==> src/hw/rtl/fdc_pkg.sv <==
// Shared types, codes and the CRC-16 byte update for the frame deframer.
package fdc_pkg;

  localparam logic [15:0] CRC_POLY = 16'h1021;
  localparam logic [15:0] CRC_TOP  = 16'h8000;
  localparam logic [7:0]  START_BYTE_RESET = 8'hAA;

  localparam logic KIND_PAYLOAD   = 1'b0;
  localparam logic KIND_FRAME_END = 1'b1;

  typedef struct packed {
    logic        result_kind;
    logic [7:0]  payload_byte;
    logic [7:0]  payload_index;
    logic [7:0]  frame_seq;
    logic [7:0]  frame_tag;
    logic [7:0]  payload_length;
    logic        crc_good;
    logic [15:0] received_crc;
    logic [15:0] computed_crc;
  } fdc_result_t;

  // Shift one byte through the CRC, MSB first.
  function automatic logic [15:0] crc16_byte(input logic [15:0] crc, input logic [7:0] b);
    logic [15:0] c;
    c = crc ^ {b, 8'h00};
    for (int k = 0; k < 8; k++) begin
      if ((c & CRC_TOP) != 16'h0000) begin
        c = {c[14:0], 1'b0} ^ CRC_POLY;
      end else begin
        c = {c[14:0], 1'b0};
      end
    end
    return c;
  endfunction

endpackage

==> src/hw/rtl/fdc_if.sv <==
// Handshake interfaces for the byte input, result output and configuration channels.
interface fdc_in_if;
  logic       valid;
  logic       ready;
  logic [7:0] in_byte;
  modport source (output valid, output in_byte, input ready);
  modport sink   (input valid, input in_byte, output ready);
endinterface

interface fdc_out_if;
  logic        valid;
  logic        ready;
  logic        result_kind;
  logic [7:0]  payload_byte;
  logic [7:0]  payload_index;
  logic [7:0]  frame_seq;
  logic [7:0]  frame_tag;
  logic [7:0]  payload_length;
  logic        crc_good;
  logic [15:0] received_crc;
  logic [15:0] computed_crc;
  modport source (output valid, output result_kind, output payload_byte,
                  output payload_index, output frame_seq, output frame_tag,
                  output payload_length, output crc_good, output received_crc,
                  output computed_crc, input ready);
  modport sink   (input valid, input result_kind, input payload_byte,
                  input payload_index, input frame_seq, input frame_tag,
                  input payload_length, input crc_good, input received_crc,
                  input computed_crc, output ready);
endinterface

interface fdc_cfg_if;
  logic       valid;
  logic       ready;
  logic [7:0] start_byte;
  modport source (output valid, output start_byte, input ready);
  modport sink   (input valid, input start_byte, output ready);
endinterface

==> src/hw/rtl/frame_deframer_crc16_check.sv <==
// Top level of the start-byte / length deframer with CRC-16 check.
// Takes one received byte per clock while ready is high and emits one result
// per payload byte plus a frame-end result carrying the CRC verdict; header
// and first CRC bytes and bytes seen while hunting give no result. Sustained
// rate is one byte per cycle when not stalled; a byte's result is loaded
// into the result register after the byte is accepted (input register, then
// the parse step with its eight-bit CRC update into the result register).
// Ready drops only while the result register is full and not taken. The
// start byte register may be written only while no byte is in flight.
module frame_deframer_crc16_check (
  input logic       clk,
  input logic       rst_n,
  fdc_in_if.sink    in_chan,
  fdc_out_if.source out_chan,
  fdc_cfg_if.sink   cfg_chan
);
  import fdc_pkg::*;

  logic        in_vld_r;
  logic [7:0]  in_byte_r;
  logic [7:0]  start_byte_r;
  logic        out_vld_r;
  fdc_result_t out_res_r;
  logic        res_valid;
  fdc_result_t res;
  logic        out_load_ok;
  logic        step_en;

  assign out_load_ok = !out_vld_r || out_chan.ready;
  // Advance the held byte unless it makes a result with nowhere to go.
  assign step_en     = in_vld_r && (!res_valid || out_load_ok);
  assign in_chan.ready  = !in_vld_r || step_en;
  assign cfg_chan.ready = 1'b1;

  fdc_parser u_parser (
    .clk        (clk),
    .rst_n      (rst_n),
    .step_en    (step_en),
    .byte_in    (in_byte_r),
    .start_byte (start_byte_r),
    .res_valid  (res_valid),
    .res        (res)
  );

  always_ff @(posedge clk) begin
    if (!rst_n) begin
      in_vld_r     <= 1'b0;
      out_vld_r    <= 1'b0;
      start_byte_r <= START_BYTE_RESET;
    end else begin
      if (in_chan.ready) begin
        in_vld_r <= in_chan.valid;
      end
      if (out_load_ok) begin
        out_vld_r <= step_en && res_valid;
      end
      if (cfg_chan.valid) begin
        start_byte_r <= cfg_chan.start_byte;
      end
    end
  end

  always_ff @(posedge clk) begin
    if (in_chan.ready && in_chan.valid) begin
      in_byte_r <= in_chan.in_byte;
    end
    if (out_load_ok && step_en && res_valid) begin
      out_res_r <= res;
    end
  end

  assign out_chan.valid          = out_vld_r;
  assign out_chan.result_kind    = out_res_r.result_kind;
  assign out_chan.payload_byte   = out_res_r.payload_byte;
  assign out_chan.payload_index  = out_res_r.payload_index;
  assign out_chan.frame_seq      = out_res_r.frame_seq;
  assign out_chan.frame_tag      = out_res_r.frame_tag;
  assign out_chan.payload_length = out_res_r.payload_length;
  assign out_chan.crc_good       = out_res_r.crc_good;
  assign out_chan.received_crc   = out_res_r.received_crc;
  assign out_chan.computed_crc   = out_res_r.computed_crc;

endmodule

==> src/hw/rtl/fdc_parser.sv <==
// Frame parse state, running CRC and per-byte result generation.
module fdc_parser (
  input  logic                clk,
  input  logic                rst_n,
  input  logic                step_en,
  input  logic [7:0]          byte_in,
  input  logic [7:0]          start_byte,
  output logic                res_valid,
  output fdc_pkg::fdc_result_t res
);
  import fdc_pkg::*;

  localparam logic [1:0] PH_HUNT = 2'd0;
  localparam logic [1:0] PH_HEAD = 2'd1;
  localparam logic [1:0] PH_DATA = 2'd2;
  localparam logic [1:0] PH_CRC  = 2'd3;

  logic [1:0]  phase_r, phase_nxt;
  logic [2:0]  hdr_cnt_r, hdr_cnt_nxt;
  logic [7:0]  seq_r, seq_nxt;
  logic [7:0]  id_r, id_nxt;
  logic [7:0]  len_r, len_nxt;
  logic [7:0]  pay_cnt_r, pay_cnt_nxt;
  logic [15:0] crc_r, crc_nxt;
  logic [7:0]  crc_lo_r, crc_lo_nxt;
  logic        crc_cnt_r, crc_cnt_nxt;
  logic [15:0] crc_upd;
  logic [15:0] rcv_crc;
  logic [7:0]  pay_cnt_inc;

  // Restart from zero on the start byte.
  assign crc_upd     = crc16_byte((phase_r == PH_HUNT) ? 16'h0000 : crc_r, byte_in);
  assign rcv_crc     = {byte_in, crc_lo_r};
  assign pay_cnt_inc = pay_cnt_r + 8'd1;

  always_comb begin
    phase_nxt   = phase_r;
    hdr_cnt_nxt = hdr_cnt_r;
    seq_nxt     = seq_r;
    id_nxt      = id_r;
    len_nxt     = len_r;
    pay_cnt_nxt = pay_cnt_r;
    crc_nxt     = crc_r;
    crc_lo_nxt  = crc_lo_r;
    crc_cnt_nxt = crc_cnt_r;
    res_valid   = 1'b0;
    res                = '0;
    res.frame_seq      = seq_r;
    res.frame_tag      = id_r;
    res.payload_length = len_r;
    case (phase_r)
      PH_HUNT: begin
        if (byte_in == start_byte) begin
          crc_nxt     = crc_upd;
          hdr_cnt_nxt = 3'd1;
          phase_nxt   = PH_HEAD;
        end
      end
      PH_HEAD: begin
        crc_nxt = crc_upd;
        if (hdr_cnt_r <= 3'd1) begin
          seq_nxt     = byte_in;
          hdr_cnt_nxt = 3'd2;
        end else if (hdr_cnt_r == 3'd2) begin
          id_nxt      = byte_in;
          hdr_cnt_nxt = 3'd3;
        end else begin
          len_nxt     = byte_in;
          hdr_cnt_nxt = 3'd4;
          if (byte_in == 8'd0) begin
            crc_cnt_nxt = 1'b0;
            phase_nxt   = PH_CRC;
          end else begin
            pay_cnt_nxt = 8'd0;
            phase_nxt   = PH_DATA;
          end
        end
      end
      PH_DATA: begin
        crc_nxt           = crc_upd;
        res_valid         = 1'b1;
        res.result_kind   = KIND_PAYLOAD;
        res.payload_byte  = byte_in;
        res.payload_index = pay_cnt_r;
        pay_cnt_nxt       = pay_cnt_inc;
        if (pay_cnt_inc == len_r) begin
          crc_cnt_nxt = 1'b0;
          phase_nxt   = PH_CRC;
        end
      end
      PH_CRC: begin
        if (!crc_cnt_r) begin
          crc_lo_nxt  = byte_in;
          crc_cnt_nxt = 1'b1;
        end else begin
          res_valid        = 1'b1;
          res.result_kind  = KIND_FRAME_END;
          res.crc_good     = (rcv_crc == crc_r);
          res.received_crc = rcv_crc;
          res.computed_crc = crc_r;
          crc_cnt_nxt      = 1'b0;
          phase_nxt        = PH_HUNT;
        end
      end
      default: begin
        phase_nxt = PH_HUNT;
      end
    endcase
  end

  always_ff @(posedge clk) begin
    if (!rst_n) begin
      phase_r   <= PH_HUNT;
      hdr_cnt_r <= 3'd0;
      seq_r     <= 8'd0;
      id_r      <= 8'd0;
      len_r     <= 8'd0;
      pay_cnt_r <= 8'd0;
      crc_r     <= 16'h0000;
      crc_lo_r  <= 8'd0;
      crc_cnt_r <= 1'b0;
    end else if (step_en) begin
      phase_r   <= phase_nxt;
      hdr_cnt_r <= hdr_cnt_nxt;
      seq_r     <= seq_nxt;
      id_r      <= id_nxt;
      len_r     <= len_nxt;
      pay_cnt_r <= pay_cnt_nxt;
      crc_r     <= crc_nxt;
      crc_lo_r  <= crc_lo_nxt;
      crc_cnt_r <= crc_cnt_nxt;
    end
  end

endmodule

==> src/flat_wrapper.sv <==
// flat-port wrapper written by rule: the top's interface ports become plain ports
module frame_deframer_crc16_check_flat import fdc_pkg::*;
  (clk, rst_n, in_chan_valid, in_chan_in_byte, in_chan_ready, out_chan_valid, out_chan_result_kind, out_chan_payload_byte, out_chan_payload_index, out_chan_frame_seq, out_chan_frame_tag, out_chan_payload_length, out_chan_crc_good, out_chan_received_crc, out_chan_computed_crc, out_chan_ready, cfg_chan_valid, cfg_chan_start_byte, cfg_chan_ready);
  fdc_in_if in_chan_i ();
  fdc_out_if out_chan_i ();
  fdc_cfg_if cfg_chan_i ();
  input logic clk;
  input logic rst_n;
  input wire logic [$bits(in_chan_i.valid)-1:0] in_chan_valid;
  input wire logic [$bits(in_chan_i.in_byte)-1:0] in_chan_in_byte;
  output wire logic [$bits(in_chan_i.ready)-1:0] in_chan_ready;
  output wire logic [$bits(out_chan_i.valid)-1:0] out_chan_valid;
  output wire logic [$bits(out_chan_i.result_kind)-1:0] out_chan_result_kind;
  output wire logic [$bits(out_chan_i.payload_byte)-1:0] out_chan_payload_byte;
  output wire logic [$bits(out_chan_i.payload_index)-1:0] out_chan_payload_index;
  output wire logic [$bits(out_chan_i.frame_seq)-1:0] out_chan_frame_seq;
  output wire logic [$bits(out_chan_i.frame_tag)-1:0] out_chan_frame_tag;
  output wire logic [$bits(out_chan_i.payload_length)-1:0] out_chan_payload_length;
  output wire logic [$bits(out_chan_i.crc_good)-1:0] out_chan_crc_good;
  output wire logic [$bits(out_chan_i.received_crc)-1:0] out_chan_received_crc;
  output wire logic [$bits(out_chan_i.computed_crc)-1:0] out_chan_computed_crc;
  input wire logic [$bits(out_chan_i.ready)-1:0] out_chan_ready;
  input wire logic [$bits(cfg_chan_i.valid)-1:0] cfg_chan_valid;
  input wire logic [$bits(cfg_chan_i.start_byte)-1:0] cfg_chan_start_byte;
  output wire logic [$bits(cfg_chan_i.ready)-1:0] cfg_chan_ready;
  assign in_chan_i.valid = in_chan_valid;
  assign in_chan_i.in_byte = in_chan_in_byte;
  assign in_chan_ready = in_chan_i.ready;
  assign out_chan_valid = out_chan_i.valid;
  assign out_chan_result_kind = out_chan_i.result_kind;
  assign out_chan_payload_byte = out_chan_i.payload_byte;
  assign out_chan_payload_index = out_chan_i.payload_index;
  assign out_chan_frame_seq = out_chan_i.frame_seq;
  assign out_chan_frame_tag = out_chan_i.frame_tag;
  assign out_chan_payload_length = out_chan_i.payload_length;
  assign out_chan_crc_good = out_chan_i.crc_good;
  assign out_chan_received_crc = out_chan_i.received_crc;
  assign out_chan_computed_crc = out_chan_i.computed_crc;
  assign out_chan_i.ready = out_chan_ready;
  assign cfg_chan_i.valid = cfg_chan_valid;
  assign cfg_chan_i.start_byte = cfg_chan_start_byte;
  assign cfg_chan_ready = cfg_chan_i.ready;
  frame_deframer_crc16_check u_core (.clk(clk), .rst_n(rst_n), .in_chan(in_chan_i), .out_chan(out_chan_i), .cfg_chan(cfg_chan_i));
endmodule
==> config.mk <==
export PLATFORM = sky130hd
export DESIGN_NAME = frame_deframer_crc16_check_flat
export DESIGN_NICKNAME = d
export VERILOG_FILES = /design/src/hw/rtl/fdc_pkg.sv /design/src/hw/rtl/fdc_if.sv /design/src/hw/rtl/frame_deframer_crc16_check.sv /design/src/hw/rtl/fdc_parser.sv /design/src/flat_wrapper.sv
export SDC_FILE = /design/constraint.sdc
export NUM_CORES = 1
export LEC_CHECK = 0
export ABC_CLOCK_PERIOD_IN_PS = 6850
export BUFFER_PORTS_ARGS = -buffer_cell sky130_fd_sc_hd__buf_2
export CAP_MARGIN = 40
export CORE_UTILIZATION = 50
export DETAILED_ROUTE_END_ITERATION = 16
export PLACE_DENSITY = 0.68
export SYNTH_ARGS = -nofsm -noshare
export SYNTH_HDL_FRONTEND = slang
export SYNTH_HIERARCHICAL = 1
export SYNTH_SLANG_ARGS = --single-unit
==> constraint.sdc <==
create_clock -name clk -period 6.85 [get_ports clk]
set_input_delay 1.7125 -clock clk [delete_from_list [all_inputs] [get_ports clk]]
set_output_delay 1.7125 -clock clk [all_outputs]
set_load 0.1 [all_outputs]
==> flow_metrics.tcl <==
set metrics [dict create \
    status "completed" \
    dpl.hpwl_mm 9.093 \
    syn-mean-instance-area_um2 11.66 \
    timing.rr.start "u_core/u_parser/phase_r[0]" \
    drc 0 \
    layout-drive-gt1-share_pct 22.29 \
    die_h_um 117.7 \
    syn_area_mm2 0.006695 \
    cts-root-buf "clkbuf_16" \
    power.density_mw_per_mm2 248.3 \
    max_cap_violations 0 \
    ios 98 \
    drt-initial-drc-count 267 \
    synth_ff_type "edfxtp_1" \
    cts_tree "yes" \
    period_minus_slack_ns 4.278 \
    r2r_cells 10 \
    finalSetupViolations 0 \
    power.leakage_nw 2.839 \
    n_antenna_cell 0 \
    via_count 4470 \
    worstPathMaxFanout 34 \
    ant_nets 0 \
    clockBufferDepth 2 \
    ys_ff_latch 154 \
    start_util_pct 52.20 \
    maxSlewHeadroom_pct 37.23 \
    tightest_slew_ns 0.9415 \
    min_to "u_core/out_chan.frame_tag[0]" \
    wl_mm 13.58 \
    insertion_delay_ns 0.42 \
    setup_tns_ns 0 \
    ctsHoldBuffers 0 \
    syn_inst 574 \
    cp.required_ns 5.14 \
    io_buffers 96 \
    whs_path_depth 0 \
    yosys-top-cells-area "edfxtp_1 (37%), dfxtp_1 (22%), xnor2_1 (7.1%)" \
    endpoint_kind "output port" \
    synth.net_count 600 \
    antenna_found_initial 0 \
    cts_max_level 4 \
    yosysWarnings 6 \
    rsz0062_at_grt "false" \
    post_cts_buffers 0 \
    synth_cell_types 58 \
    final.setup_skew_ns 0.008797 \
    cts_resized 0 \
    async_reset_ff_share_pct 0 \
    die_w_um 117.7 \
    final-hold-violation-count 0 \
    core_area_mm2 0.01282 \
    overflow 0 \
    fin_util_pct 61.26 \
    final_cell_mix "buf_2 (96), edfxtp_1 (82), dfxtp_1 (72)" \
    synth-edff-count 82 \
    cts.sinks 154 \
    area_growth_pct 17.34 \
    rows 41 \
    synth_top_area_share_pct 36.78 \
    track_usage_pct 20.63 \
    final_nets 686 \
    via_per_inst 5.290 \
    cts_made_buffers 17 \
    worstReg2RegEnd "u_core/u_parser/pay_cnt_r[2]" \
    timing.final.crit_share_pct 62.46 \
    vdd_drop_max_mv 0.1768 \
    layout.cells.most_common "buf_2" \
    die_area_mm2 0.01386 \
    grt_pass1_wl_mm 22.03 \
    drv_slew 0 \
    synth-seq-area-share_pct 58.31 \
    rrSetupSlack_ns 3.49 \
    criticalPathCategory "register to output port" \
    first_pass_iters 5 \
    max_freq_ghz 0.2337 \
    start_kind "register" \
    grt_max_degree 53 \
    arrival_ns 2.57 \
    gp_congestion 0.8024 \
    wl_per_cell_um 16.07 \
    hold_class "register to register" \
    hold_start "u_core/u_parser/id_r[0]" \
    yosys.area.top_type "edfxtp_1" \
    grt_pass1_vias 4317 \
    cts.clk_slew.worst_paths_ns 0.06 \
    nFillCells 1041 \
]
worst max-delay path, cell delays in order, from the launching register on:
cell and delay, ns:
dfxtp_1 0.35, ha_1 0.53, and2_1 0.35, or2_2 0.34, nand4b_2 0.12, buf_2 0.43
stage by stage:
stage / setup WS [ns] / area [um2] / hold slack [ns] / power (W) / instances
after floorplan: 1.489 / 6695 / 0.4019 / 0.001055 / 574
after global placement: 2.501 / 7244 / 0.4082 / 0.001072 / 811
after detailed placement: 2.761 / 7279 / 0.4147 / 0.001074 / 813
after CTS: 2.566 / 7856 / 0.4288 / 0.001973 / 845
after global routing: 2.418 / 7856 / 0.4410 / 0.002021 / 845
final: 2.572 / 7856 / 0.4263 / 0.001951 / 845
cells by family (layout without fill, tap and decap cells):
logic type	Yosys count	in the layout	share of synthesized area [%]
AND/OR/NAND/NOR	205	205	16.58
flip-flops	154	154	58.31
AO/OA/AOI/OAI	64	64	6.896
XOR/XNOR	62	62	8.111
buffers and inverters	43	142	3.139
multiplexers	40	40	5.980
adder cells (fa/ha/maj)	5	5	0.9344
other	1	1	0.05601
how the worst max path moves through the flow:
stage                                          start                               to  slack (ns)  cells after the start
after global placement                out_chan_ready         u_core/u_parser/seq_r[5]        2.50                      7
after detailed placement              out_chan_ready                    in_chan_ready        2.76                      3
after CTS                 u_core/u_parser/phase_r[0]                    in_chan_ready        2.57                      5
after global routing      u_core/u_parser/phase_r[0]                    in_chan_ready        2.42                      5
final                     u_core/u_parser/phase_r[0]                    in_chan_ready        2.57                      5
after floorplan                       out_chan_ready  u_core/out_chan.computed_crc[0]        1.49                      2
sequential cells by signal, indices dropped and copies added (netlist names), 2 cells and up:
signal and count:
u_core/u_parser/id_r 8, u_core/in_byte_r 8, u_core/u_parser/crc_r 16, u_core/u_parser/len_r 8, u_core/out_chan.received_crc 16, u_core/u_parser/phase_r 2
u_core/out_chan.payload_byte 8, u_core/u_parser/pay_cnt_r 8, u_core/out_chan.payload_index 8, u_core/start_byte_r 8, u_core/out_chan.frame_tag 8, u_core/out_chan.computed_crc 16
u_core/u_parser/crc_lo_r 8, u_core/out_chan.frame_seq 8, u_core/out_chan.payload_length 8, u_core/u_parser/seq_r 8, u_core/u_parser/hdr_cnt_r 3
area by class of cell:
cell class | count | area [um2] | share of cell area, %
Sequential cell | 154 | 3904 | 49.69
Multi-Input combinational cell | 377 | 2589 | 32.95
Timing Repair Buffer | 101 | 538.0 | 6.848
Clock buffer | 17 | 425.4 | 5.415
Tap cell | 172 | 215.2 | 2.739
Clock inverter | 15 | 151.4 | 1.927
Inverter | 9 | 33.78 | 0.4300
report_power, final:
part | leakage, nW | internal [W] | switching [W] | total, W
Sequential | 1.25 | 0.000971 | 0.0000225 | 0.000994
Combinational | 1.32 | 0.0000293 | 0.0000315 | 0.0000608
Clock | 0.272 | 0.000535 | 0.000362 | 0.000897
Total | 2.84 | 0.00154 | 0.000416 | 0.00195
cell usage after synthesis (2+ instances only):
cell      number
xor2_1         8
inv_1          8
nand2_1       45
clkbuf_1      18
nor2_1        37
nand4_1        7
or3_1          2
o21a_1         6
or2_0          3
nor2b_1       16
dfxtp_1       72
xnor2_1       54
buf_4          4
o21ai_0       11
or2_2          3
a21boi_1       6
nand3_1       15
nor3_1         6
nand2b_1       3
a211oi_1       2
ha_1           5
and3_1        33
a21oi_1       26
mux2i_1       40
buf_2          9
edfxtp_1      82
and2_1        19
a41oi_1        2
buf_6          3
per-layer routing:
metal / share of wire [%] / GRT usage, % / up-vias
met5: 0 / 0 / -
met4: 1.6 / 8.814 / 0
met3: 5.8 / 5.184 / 20
met2: 47 / 32.17 / 152
met1: 46 / 27.28 / 2115
li1: - / - / 2183
(Power assumes the default switching activity.)
